--- src/hw/rtl/fqts_pkg.sv ---
// Shared widths, defaults and register codes for the frame queue timestamp select block
`timescale 1ns / 1ps
package fqts_pkg;

  // Defaults for the top-level parameters
  localparam int MAX_SLOTS_DEF = 32;
  localparam int PTS_WIDTH_DEF = 48;

  // Fixed field widths
  localparam int PTS_IN_W   = 48;
  localparam int TIME_W     = 32;
  localparam int TIME_FRAC  = 16;
  localparam int DEN_W      = 31;
  localparam int SC_W       = 6;
  localparam int SLOT_OUT_W = 5;
  localparam int QCNT_OUT_W = 5;

  // Configuration port
  localparam int APB_DW = 32;
  localparam int APB_AW = 3;

  // Register reset values
  localparam logic [SC_W-1:0]  SLOT_COUNT_RST = SC_W'(20);
  localparam logic [DEN_W-1:0] TIMEBASE_RST   = DEN_W'(90000);

  // Register index, taken from paddr[2]
  typedef enum logic [0:0] {
    REG_SLOT_COUNT   = 1'b0,
    REG_TIMEBASE_DEN = 1'b1
  } reg_idx_t;

  // Request kind carried in the mode field
  typedef enum logic {
    MODE_PUSH = 1'b0,
    MODE_POLL = 1'b1
  } mode_t;

endpackage

--- src/hw/rtl/fqts_in_if.sv ---
// Input channel: push or poll request
`timescale 1ns / 1ps
interface fqts_in_if;
  logic                                  valid;
  logic                                  ready;
  logic                                  mode;
  logic signed [fqts_pkg::PTS_IN_W-1:0]  frame_pts;
  logic        [fqts_pkg::TIME_W-1:0]    present_time;

  modport source (output valid, mode, frame_pts, present_time, input ready);
  modport sink   (input valid, mode, frame_pts, present_time, output ready);
endinterface

--- src/hw/rtl/fqts_out_if.sv ---
// Result channel: reported slot and queue depth
`timescale 1ns / 1ps
interface fqts_out_if;
  logic                                   valid;
  logic                                   ready;
  logic                                   found;
  logic        [fqts_pkg::SLOT_OUT_W-1:0] frame_slot;
  logic signed [fqts_pkg::PTS_IN_W-1:0]   slot_pts;
  logic        [fqts_pkg::QCNT_OUT_W-1:0] queued_frames;

  modport source (output valid, found, frame_slot, slot_pts, queued_frames, input ready);
  modport sink   (input valid, found, frame_slot, slot_pts, queued_frames, output ready);
endinterface

--- src/hw/rtl/fqts_pts_mem.sv ---
// Timestamp store: one write port, one registered read port, per-entry valid bits
`timescale 1ns / 1ps
module fqts_pts_mem #(
  parameter int DEPTH = fqts_pkg::MAX_SLOTS_DEF,
  parameter int WIDTH = fqts_pkg::PTS_WIDTH_DEF,
  parameter int AW    = $clog2(DEPTH)
) (
  input  logic             clk,
  input  logic             rst_n,
  input  logic             wr_en,
  input  logic [AW-1:0]    wr_addr,
  input  logic [WIDTH-1:0] wr_data,
  input  logic             rd_en,
  input  logic [AW-1:0]    rd_addr,
  output logic [WIDTH-1:0] rd_data
);

  logic [WIDTH-1:0] mem_r [DEPTH];
  logic [DEPTH-1:0] vld_r;
  logic [WIDTH-1:0] rd_data_r;

  always_ff @(posedge clk) begin
    if (wr_en) begin
      mem_r[wr_addr] <= wr_data;
    end
  end

  // never-written entries read as zero
  always_ff @(posedge clk) begin
    if (!rst_n) begin
      vld_r <= '0;
    end else if (wr_en) begin
      vld_r[wr_addr] <= 1'b1;
    end
  end

  always_ff @(posedge clk) begin
    if (rd_en) begin
      rd_data_r <= vld_r[rd_addr] ? mem_r[rd_addr] : '0;
    end
  end

  assign rd_data = rd_data_r;

endmodule

--- src/hw/rtl/frame_queue_timestamp_select_core.sv ---
// Top level: frame slot ring with timestamp store, poll scan sequencer and config port
`timescale 1ns / 1ps
// A push stores the frame timestamp at the write slot and returns its result through
// the ST_DONE state and the output register. A poll latches the time, forms the
// time * timebase_den product, then scans the queued slots, one per cycle, through
// the single read port of the timestamp store and a single signed comparator, and
// hands the result over once the last read has drained through the comparator; a
// full ring of 32 slots holds at most 31 queued. One request is in work at a time;
// the next is taken while the previous result still waits on the output. Writing
// slot_count empties the queue but keeps the stored timestamps. The store needs no
// clearing pass after reset.
module frame_queue_timestamp_select_core #(
  parameter int MAX_SLOTS = fqts_pkg::MAX_SLOTS_DEF,
  parameter int PTS_WIDTH = fqts_pkg::PTS_WIDTH_DEF
) (
  input  logic                        clk,
  input  logic                        rst_n,
  fqts_in_if.sink                     in_ch,
  fqts_out_if.source                  out_ch,
  input  logic                        psel,
  input  logic                        penable,
  input  logic                        pwrite,
  input  logic [fqts_pkg::APB_AW-1:0] paddr,
  input  logic [fqts_pkg::APB_DW-1:0] pwdata,
  output logic [fqts_pkg::APB_DW-1:0] prdata,
  output logic                        pready
);

  localparam int PTR_W  = $clog2(MAX_SLOTS);
  localparam int CNT_W  = $clog2(MAX_SLOTS + 1);
  localparam int SCW    = (CNT_W > fqts_pkg::SC_W) ? CNT_W : fqts_pkg::SC_W;
  localparam int PROD_W = fqts_pkg::TIME_W + fqts_pkg::DEN_W;
  localparam int TICK_W = PROD_W - fqts_pkg::TIME_FRAC;
  localparam int CMP_W  = (PTS_WIDTH > TICK_W + 1) ? PTS_WIDTH : TICK_W + 1;

  typedef enum logic [3:0] {
    ST_IDLE = 4'b0001,
    ST_MUL  = 4'b0010,
    ST_SCAN = 4'b0100,
    ST_DONE = 4'b1000
  } state_t;

  state_t                               state_r;
  logic [fqts_pkg::SC_W-1:0]            slot_count_r;
  logic [fqts_pkg::DEN_W-1:0]           den_r;
  logic [PTR_W-1:0]                     rd_ptr_r;
  logic [PTR_W-1:0]                     wr_ptr_r;
  logic [fqts_pkg::TIME_W-1:0]          time_r;
  logic [PROD_W-1:0]                    prod_r;
  logic [PTR_W-1:0]                     scan_idx_r;
  logic [PTR_W-1:0]                     issue_cnt_r;
  logic [PTR_W-1:0]                     scan_len_r;
  logic                                 pend_r;
  logic [PTR_W-1:0]                     pend_idx_r;
  logic                                 res_found_r;
  logic [PTR_W-1:0]                     res_slot_r;
  logic signed [PTS_WIDTH-1:0]          res_pts_r;
  logic                                 out_valid_r;
  logic                                 out_found_r;
  logic [fqts_pkg::SLOT_OUT_W-1:0]      out_slot_r;
  logic signed [fqts_pkg::PTS_IN_W-1:0] out_pts_r;
  logic [fqts_pkg::QCNT_OUT_W-1:0]      out_qcnt_r;

  logic                        in_acc;
  logic                        cfg_wr;
  logic [SCW-1:0]              sc_ext;
  logic [CNT_W-1:0]            ring_n;
  logic [CNT_W-1:0]            queued;
  logic [CNT_W-1:0]            idx_inc;
  logic [PTR_W-1:0]            idx_next;
  logic [CNT_W-1:0]            wr_inc;
  logic [PTR_W-1:0]            wr_next;
  logic signed [PTS_WIDTH-1:0] push_pts;
  logic                        mem_rd_en;
  logic [PTS_WIDTH-1:0]        mem_rd_data;
  logic signed [CMP_W-1:0]     cmp_pts;
  logic signed [CMP_W-1:0]     cmp_ticks;
  logic                        cmp_lt;
  logic                        scan_end;
  logic                        out_load;

  assign in_acc   = in_ch.valid && in_ch.ready;
  assign cfg_wr   = psel && penable && pwrite;
  assign pready   = 1'b1;
  assign in_ch.ready = (state_r == ST_IDLE);

  // ring size, clamped to 2..MAX_SLOTS
  always_comb begin
    sc_ext = SCW'(slot_count_r);
    if (sc_ext < SCW'(2)) begin
      ring_n = CNT_W'(2);
    end else if (sc_ext > SCW'(MAX_SLOTS)) begin
      ring_n = CNT_W'(MAX_SLOTS);
    end else begin
      ring_n = CNT_W'(sc_ext);
    end
  end

  // (write - read) mod n; both pointers stay below n
  always_comb begin
    if (wr_ptr_r >= rd_ptr_r) begin
      queued = CNT_W'(wr_ptr_r) - CNT_W'(rd_ptr_r);
    end else begin
      queued = (ring_n - CNT_W'(rd_ptr_r)) + CNT_W'(wr_ptr_r);
    end
  end

  assign idx_inc  = CNT_W'(scan_idx_r) + CNT_W'(1);
  assign idx_next = (idx_inc == ring_n) ? '0 : PTR_W'(idx_inc);
  assign wr_inc   = CNT_W'(wr_ptr_r) + CNT_W'(1);
  assign wr_next  = (wr_inc == ring_n) ? '0 : PTR_W'(wr_inc);

  assign push_pts = PTS_WIDTH'(in_ch.frame_pts);

  assign mem_rd_en = (state_r == ST_SCAN) && (issue_cnt_r != scan_len_r);

  fqts_pts_mem #(
    .DEPTH (MAX_SLOTS),
    .WIDTH (PTS_WIDTH),
    .AW    (PTR_W)
  ) u_pts_mem (
    .clk     (clk),
    .rst_n   (rst_n),
    .wr_en   (in_acc && (in_ch.mode == fqts_pkg::MODE_PUSH)),
    .wr_addr (wr_ptr_r),
    .wr_data (push_pts),
    .rd_en   (mem_rd_en),
    .rd_addr (scan_idx_r),
    .rd_data (mem_rd_data)
  );

  // shared comparator: stored timestamp against ticks, signed
  assign cmp_pts   = CMP_W'(signed'(mem_rd_data));
  assign cmp_ticks = signed'(CMP_W'(prod_r[PROD_W-1:fqts_pkg::TIME_FRAC]));
  assign cmp_lt    = (cmp_pts < cmp_ticks);

  assign scan_end = (issue_cnt_r == scan_len_r) && !pend_r;
  assign out_load = (state_r == ST_DONE) && (!out_valid_r || out_ch.ready);

  always_ff @(posedge clk) begin
    if (!rst_n) begin
      state_r      <= ST_IDLE;
      slot_count_r <= fqts_pkg::SLOT_COUNT_RST;
      den_r        <= fqts_pkg::TIMEBASE_RST;
      rd_ptr_r     <= '0;
      wr_ptr_r     <= '0;
      pend_r       <= 1'b0;
      out_valid_r  <= 1'b0;
    end else begin
      if (cfg_wr) begin
        case (fqts_pkg::reg_idx_t'(paddr[2]))
          fqts_pkg::REG_SLOT_COUNT: begin
            slot_count_r <= pwdata[fqts_pkg::SC_W-1:0];
            rd_ptr_r     <= '0;
            wr_ptr_r     <= '0;
          end
          fqts_pkg::REG_TIMEBASE_DEN: begin
            den_r <= pwdata[fqts_pkg::DEN_W-1:0];
          end
          default: begin
          end
        endcase
      end

      if (out_load) begin
        out_valid_r <= 1'b1;
      end else if (out_ch.ready) begin
        out_valid_r <= 1'b0;
      end

      case (state_r)
        ST_IDLE: begin
          if (in_acc) begin
            if (in_ch.mode == fqts_pkg::MODE_PUSH) begin
              wr_ptr_r <= wr_next;
              state_r  <= ST_DONE;
            end else begin
              state_r <= ST_MUL;
            end
          end
        end
        ST_MUL: begin
          state_r <= ST_SCAN;
        end
        ST_SCAN: begin
          pend_r <= mem_rd_en;
          if (scan_end) begin
            if (res_found_r) begin
              rd_ptr_r <= res_slot_r;
            end
            state_r <= ST_DONE;
          end
        end
        ST_DONE: begin
          if (out_load) begin
            state_r <= ST_IDLE;
          end
        end
        default: begin
          state_r <= ST_IDLE;
        end
      endcase
    end
  end

  // datapath and scan bookkeeping
  always_ff @(posedge clk) begin
    case (state_r)
      ST_IDLE: begin
        time_r <= in_ch.present_time;
        if (in_ch.mode == fqts_pkg::MODE_PUSH) begin
          res_found_r <= 1'b1;
          res_slot_r  <= wr_ptr_r;
          res_pts_r   <= push_pts;
        end else begin
          res_found_r <= 1'b0;
          res_slot_r  <= '0;
          res_pts_r   <= '0;
        end
      end
      ST_MUL: begin
        prod_r      <= PROD_W'(time_r) * PROD_W'(den_r);
        scan_idx_r  <= rd_ptr_r;
        issue_cnt_r <= '0;
        scan_len_r  <= PTR_W'(queued);
      end
      ST_SCAN: begin
        if (mem_rd_en) begin
          scan_idx_r  <= idx_next;
          issue_cnt_r <= issue_cnt_r + PTR_W'(1);
          pend_idx_r  <= scan_idx_r;
        end
        // last qualifying slot wins
        if (pend_r && cmp_lt) begin
          res_found_r <= 1'b1;
          res_slot_r  <= pend_idx_r;
          res_pts_r   <= signed'(mem_rd_data);
        end
      end
      default: begin
      end
    endcase
  end

  always_ff @(posedge clk) begin
    if (out_load) begin
      out_found_r <= res_found_r;
      out_slot_r  <= fqts_pkg::SLOT_OUT_W'(res_slot_r);
      out_pts_r   <= fqts_pkg::PTS_IN_W'(res_pts_r);
      out_qcnt_r  <= fqts_pkg::QCNT_OUT_W'(queued);
    end
  end

  assign out_ch.valid         = out_valid_r;
  assign out_ch.found         = out_found_r;
  assign out_ch.frame_slot    = out_slot_r;
  assign out_ch.slot_pts      = out_pts_r;
  assign out_ch.queued_frames = out_qcnt_r;

  always_comb begin
    case (fqts_pkg::reg_idx_t'(paddr[2]))
      fqts_pkg::REG_SLOT_COUNT:   prdata = fqts_pkg::APB_DW'(slot_count_r);
      fqts_pkg::REG_TIMEBASE_DEN: prdata = fqts_pkg::APB_DW'(den_r);
      default:                    prdata = '0;
    endcase
  end

endmodule
--- src/flat_wrapper.sv ---
// flat-port wrapper written by rule: the top's interface ports become plain ports
module frame_queue_timestamp_select_core_flat 
#(
  parameter int MAX_SLOTS = fqts_pkg::MAX_SLOTS_DEF,
  parameter int PTS_WIDTH = fqts_pkg::PTS_WIDTH_DEF
)
  (clk, rst_n, psel, penable, pwrite, paddr, pwdata, prdata, pready, in_ch_valid, in_ch_mode, in_ch_frame_pts, in_ch_present_time, in_ch_ready, out_ch_valid, out_ch_found, out_ch_frame_slot, out_ch_slot_pts, out_ch_queued_frames, out_ch_ready);
  fqts_in_if in_ch_i ();
  fqts_out_if out_ch_i ();
  input  logic clk;
  input  logic rst_n;
  input  logic psel;
  input  logic penable;
  input  logic pwrite;
  input  logic [fqts_pkg::APB_AW-1:0] paddr;
  input  logic [fqts_pkg::APB_DW-1:0] pwdata;
  output logic [fqts_pkg::APB_DW-1:0] prdata;
  output logic pready;
  input wire logic [$bits(in_ch_i.valid)-1:0] in_ch_valid;
  input wire logic [$bits(in_ch_i.mode)-1:0] in_ch_mode;
  input wire logic [$bits(in_ch_i.frame_pts)-1:0] in_ch_frame_pts;
  input wire logic [$bits(in_ch_i.present_time)-1:0] in_ch_present_time;
  output wire logic [$bits(in_ch_i.ready)-1:0] in_ch_ready;
  output wire logic [$bits(out_ch_i.valid)-1:0] out_ch_valid;
  output wire logic [$bits(out_ch_i.found)-1:0] out_ch_found;
  output wire logic [$bits(out_ch_i.frame_slot)-1:0] out_ch_frame_slot;
  output wire logic [$bits(out_ch_i.slot_pts)-1:0] out_ch_slot_pts;
  output wire logic [$bits(out_ch_i.queued_frames)-1:0] out_ch_queued_frames;
  input wire logic [$bits(out_ch_i.ready)-1:0] out_ch_ready;
  assign in_ch_i.valid = in_ch_valid;
  assign in_ch_i.mode = in_ch_mode;
  assign in_ch_i.frame_pts = in_ch_frame_pts;
  assign in_ch_i.present_time = in_ch_present_time;
  assign in_ch_ready = in_ch_i.ready;
  assign out_ch_valid = out_ch_i.valid;
  assign out_ch_found = out_ch_i.found;
  assign out_ch_frame_slot = out_ch_i.frame_slot;
  assign out_ch_slot_pts = out_ch_i.slot_pts;
  assign out_ch_queued_frames = out_ch_i.queued_frames;
  assign out_ch_i.ready = out_ch_ready;
  frame_queue_timestamp_select_core #(.MAX_SLOTS(MAX_SLOTS), .PTS_WIDTH(PTS_WIDTH)) u_core (.clk(clk), .rst_n(rst_n), .in_ch(in_ch_i), .out_ch(out_ch_i), .psel(psel), .penable(penable), .pwrite(pwrite), .paddr(paddr), .pwdata(pwdata), .prdata(prdata), .pready(pready));
endmodule
--- config.mk ---
export PLATFORM = sky130hd
export DESIGN_NAME = frame_queue_timestamp_select_core_flat
export DESIGN_NICKNAME = d
export VERILOG_FILES = /design/src/hw/rtl/fqts_pkg.sv /design/src/hw/rtl/fqts_in_if.sv /design/src/hw/rtl/fqts_out_if.sv /design/src/hw/rtl/fqts_pts_mem.sv /design/src/hw/rtl/frame_queue_timestamp_select_core.sv /design/src/flat_wrapper.sv
export SDC_FILE = /design/constraint.sdc
export NUM_CORES = 2
export LEC_CHECK = 0
export ABC_AREA = 1
export BUFFER_PORTS_ARGS = -buffer_cell sky130_fd_sc_hd__buf_2
export CAP_MARGIN = 0
export CORE_ASPECT_RATIO = 0.7
export CORE_MARGIN = 4
export CORE_UTILIZATION = 23
export CTS_CLUSTER_SIZE = 10
export DETAILED_ROUTE_END_ITERATION = 8
export PLACE_DENSITY = 0.47
export SLEW_MARGIN = 10
export SYNTH_ARGS = -nofsm -noshare
export SYNTH_HDL_FRONTEND = slang
export SYNTH_SLANG_ARGS = --single-unit
--- constraint.sdc ---
create_clock -name clk -period 8.9 [get_ports clk]
set_input_delay 2.67 -clock clk [delete_from_list [all_inputs] [get_ports clk]]
set_output_delay 2.67 -clock clk [all_outputs]
set_load 0.05 [all_outputs]
==> impl_results.md <==
* Run status: finished clean
* Nets in the synthesized netlist at about 12,000
* Die outline height at a little under 600 um
* Flip-flop and latch count after synthesis at about 1,900
* Share of the synthesized area in compound gates (AO/OA/AOI/OAI) at 0.0820
* Cell count after synthesis at 10,300
* Max Freq at ~130 MHz
* Ratio of cells with drive above 1 in the final layout at 0.0687
* Number of nets with antenna violations after detailed routing at 0
* Largest net degree at the start of global routing at ~210
* Simple logic cell fraction of the synthesized area at 0.120
* Average size of a mapped cell at 10.5 um2
* Weighted congestion at the end of routability-driven global placement at ~0.87
* Routed length per placed instance at 21.4 um
* Maximum count of clock buffers along a single path at 4
* Post-detail-place hpwl at about 230,000 um
* DP Worst Slack at around 1.1 ns
* Placed standard-cell area at between 0.1 and 0.15 mm2
* Number of vias after detailed routing at between 70,000 and 80,000
* Hold/Removal Path Class: flip-flop to flip-flop
* Max capacitance violation total at 0
* H-Tree Level Count at 4
* Residual DRC at 0
* Final setup TNS at 0 ns
* Number of setup violations in the final report at 0
* Clock tree from TritonCTS: built
* Yosys warnings at 0
* Placed cell count at 16,400
* Largest family of logic cells by synthesized area: adder cells
* CTS Hold Bufs at 0
* Data arrival time at the worst-slack endpoint at about 8.4 ns
* Final WS setup at 1.11 ns
* Count of final hold-check violations at 0
* Final worst-path cycle share at 0.876
* Number of distinct library cell variants in the gate-level netlist after synthesis at 39
* Total setup buffers inserted after CTS at 0
* Sequential cell area in the final layout at 0.0556 mm2
* Kind of end point of the critical path: flip-flop
* Unrepaired setup endpoints after global routing: no
* Fraction of the mapped netlist area in adder cells at 0.197
* Critical path type: flip-flop to flip-flop
* Number of pins exceeding their max-slew limit in the final report at 0
* CP startpoint kind: flip-flop
* Post-Syn Area at roughly 0.11 mm2
* Relative slew slack at 0.0759
* Number of top-level pins at approximately 220
* Multiplexer share of the synthesized area at 0.000301
* Number of placement rows at 210
* Number of global-route vias before repair at 72,300
* Die Wd at around 830 um
* Clock-pin slew reported for the worst setup and hold paths after clock tree synthesis at around 0.060 ns
* Nets at approximately 12,000
* Post-synthesis to final-layout area growth at 13.5%
* Slew of the pin with the lowest slew margin at about 1.4 ns
* Area of the die at 0.481 mm2
* Highest-count cells in the layout ignoring fill and taps: 1,796 x edfxtp_1, 1,727 x nand2_1, 1,654 x inv_1
* Sequential element share of the synthesized area at 0.515
* Number of antenna violations at the first check in global routing at 40
* Vias per cell at between 4 and 5
* DRC marker count from the first detailed-route iteration at 6,514
* Skew-Pair Late Insertion Delay at around 0.93 ns
* Count of buffers from port buffering at ~210
* Post-CTS sizing at 0
* Final instance area at between 0.1 and 0.15 mm2
* Count of TritonRoute iterations in the first routing pass at 5
* Post-synthesis share of cell area spent on xor and xnor gates at 0.00381
* Setup Skew at between 0.1 and 0.15 ns
* Final instance count without filler cells at about 17,000
* Final wirelength at 358,000 um
* Starting utilization of the core area at 0.231
* Minimum clock period at 7.79 ns
* Most frequent standard cell in the layout excluding fill and tap cells: edfxtp_1
* CORE AREA at about 0.47 mm2
* Number of sinks handled by clock tree synthesis at 1,881
* Area of the multi-input gates at about 0.044 mm2
* Clk root buf: clkbuf_16
* Aggregate global routing overflow at 0
* Wire length of the first global-routing pass at roughly 520,000 um
* Data required time of the critical path at around 9.6 ns
* Critical path peak fanout at 20
* Global routing usage summed across all routing layers at 0.146
* Filler instances at 49,500
* Total CTS buffers at 223
==> per-stage QoR <==
step,hold slack [ns],utilization
6_report,0.416,0.262
4_1_cts,0.418,0.262
5_1_grt,0.420,0.262
3_5_place_dp,0.405,0.249
3_3_place_gp,0.407,0.249
2_1_floorplan,0.400,-
==> cell usage after synthesis <==
| cell type | count | area share |
|---|---|---|
| xnor2_1 | 10 | 0.00081 |
| nand2_1 | 1728 | 0.060 |
| conb_1 | 2 | 0.000069 |
| o21ai_0 | 844 | 0.039 |
| mux2_2 | 2 | 0.00021 |
| dfxtp_1 | 85 | 0.016 |
| nor2_1 | 1282 | 0.045 |
| and2_1 | 1 | 0.000058 |
| buf_6 | 18 | 0.0019 |
| buf_1 | 52 | 0.0018 |
| xor2_1 | 37 | 0.0030 |
| o21a_1 | 8 | 0.00056 |
| nor2_2 | 1 | 0.000058 |
| buf_4 | 20 | 0.0014 |
| o21ai_2 | 1 | 0.000081 |
| nand4_1 | 14 | 0.00081 |
| nor3_2 | 1 | 0.000093 |
| inv_1 | 1658 | 0.058 |
| o22ai_1 | 239 | 0.014 |
| o221ai_1 | 48 | 0.0039 |
| a21oi_1 | 226 | 0.010 |
| inv_2 | 4 | 0.00014 |
| buf_2 | 103 | 0.0048 |
| buf_8 | 1 | 0.00014 |
| edfxtp_1 | 1796 | 0.50 |
| mux2i_1 | 1 | 0.000093 |
| nor3_1 | 18 | 0.00083 |
| o21ai_1 | 48 | 0.0022 |
| o211ai_1 | 148 | 0.010 |
| o21bai_1 | 18 | 0.0013 |
| a21o_1 | 4 | 0.00028 |
| clkbuf_1 | 396 | 0.014 |
| ha_1 | 314 | 0.036 |
| clkinv_1 | 1 | 0.000035 |
| nor4_1 | 2 | 0.00012 |
| fa_1 | 870 | 0.16 |
| nand3_1 | 288 | 0.013 |
| a31oi_1 | 2 | 0.00012 |
| nand3b_1 | 4 | 0.00028 |
==> state kept, by name (all words and copies together), names as in the netlist, 4 cells and up <==
name	count
u_core.sc_ext	6
u_core.den_r	31
u_core.out_ch.slot_pts	48
u_core.u_pts_mem.rd_data	48
u_core.res_pts_r	48
u_core.wr_ptr_r	5
u_core.issue_cnt_r	5
u_core.out_ch.queued_frames	5
u_core.pend_idx_r	5
u_core.res_slot_r	5
u_core.rd_ptr_r	5
u_core.u_pts_mem.mem_r	1536
u_core.scan_idx_r	5
u_core.state_r	4
u_core.prod_r	47
u_core.u_pts_mem.vld_r	32
u_core.scan_len_r	5
u_core.out_ch.frame_slot	5
u_core.time_r	32
==> final cells by class <==
class	instances	share of cell area
inverters	1663	0.0511
repair buffers	412	0.0218
flip-flops and latches	1881	0.453
well taps	6254	0.0638
clock inverters	32	0.00320
clock buffers	285	0.0481
multi-input cells	6161	0.358
diodes	23	0.000469
==> path summary, 6_finish.rpt <==
kind              slack (ns)                        end  depth (start not counted)                 from
setup / recovery        1.11          u_core.prod_r[60]                         25     u_core.den_r[10]
hold / removal          0.42  u_core.out_ch.slot_pts[7]                          0  u_core.res_pts_r[7]
setup reg to reg        1.11          u_core.prod_r[60]                         25     u_core.den_r[10]
hold reg to reg         0.42  u_core.out_ch.slot_pts[7]                          0  u_core.res_pts_r[7]
==> logic make-up after synthesis <==
| family | after synthesis |
|---|---|
| other | 2 |
| XOR/XNOR | 47 |
| AO/OA/AOI/OAI | 1586 |
| AND/OR/NAND/NOR | 3339 |
| flip-flops | 1881 |
| adder cells (fa/ha/maj) | 1184 |
| multiplexers | 3 |
| buffers and inverters | 2253 |
==> critical path: stages (launching register included) <==
cell	delay [ns]
dfxtp_1	1.02
buf_4	0.41
nand2_1	0.08
inv_1	0.09
fa_1	0.40
fa_1	0.50
inv_1	0.06
fa_1	0.50
fa_1	0.51
inv_1	0.05
fa_1	0.55
fa_1	0.44
fa_1	0.57
inv_1	0.07
fa_1	0.51
inv_1	0.07
ha_1	0.35
a21oi_1	0.29
o21ai_0	0.23
a21o_1	0.20
a21oi_1	0.12
nand2_1	0.19
nand2_1	0.15
nand2_1	0.07
nand2_1	0.06
nand2_1	0.04
==> per-layer routing <==
layer  vias up  global-route usage  share of wire
met1     37600               0.213           0.47
met4         2              0.0405          0.031
li1      33500                   -              -
met2      2191               0.226           0.45
met3       427              0.0187          0.057
met5         -                   0       0.000034
Power is not shown: default switching activity piles up to over one toggle a cycle in this logic, so the estimate is an artifact.
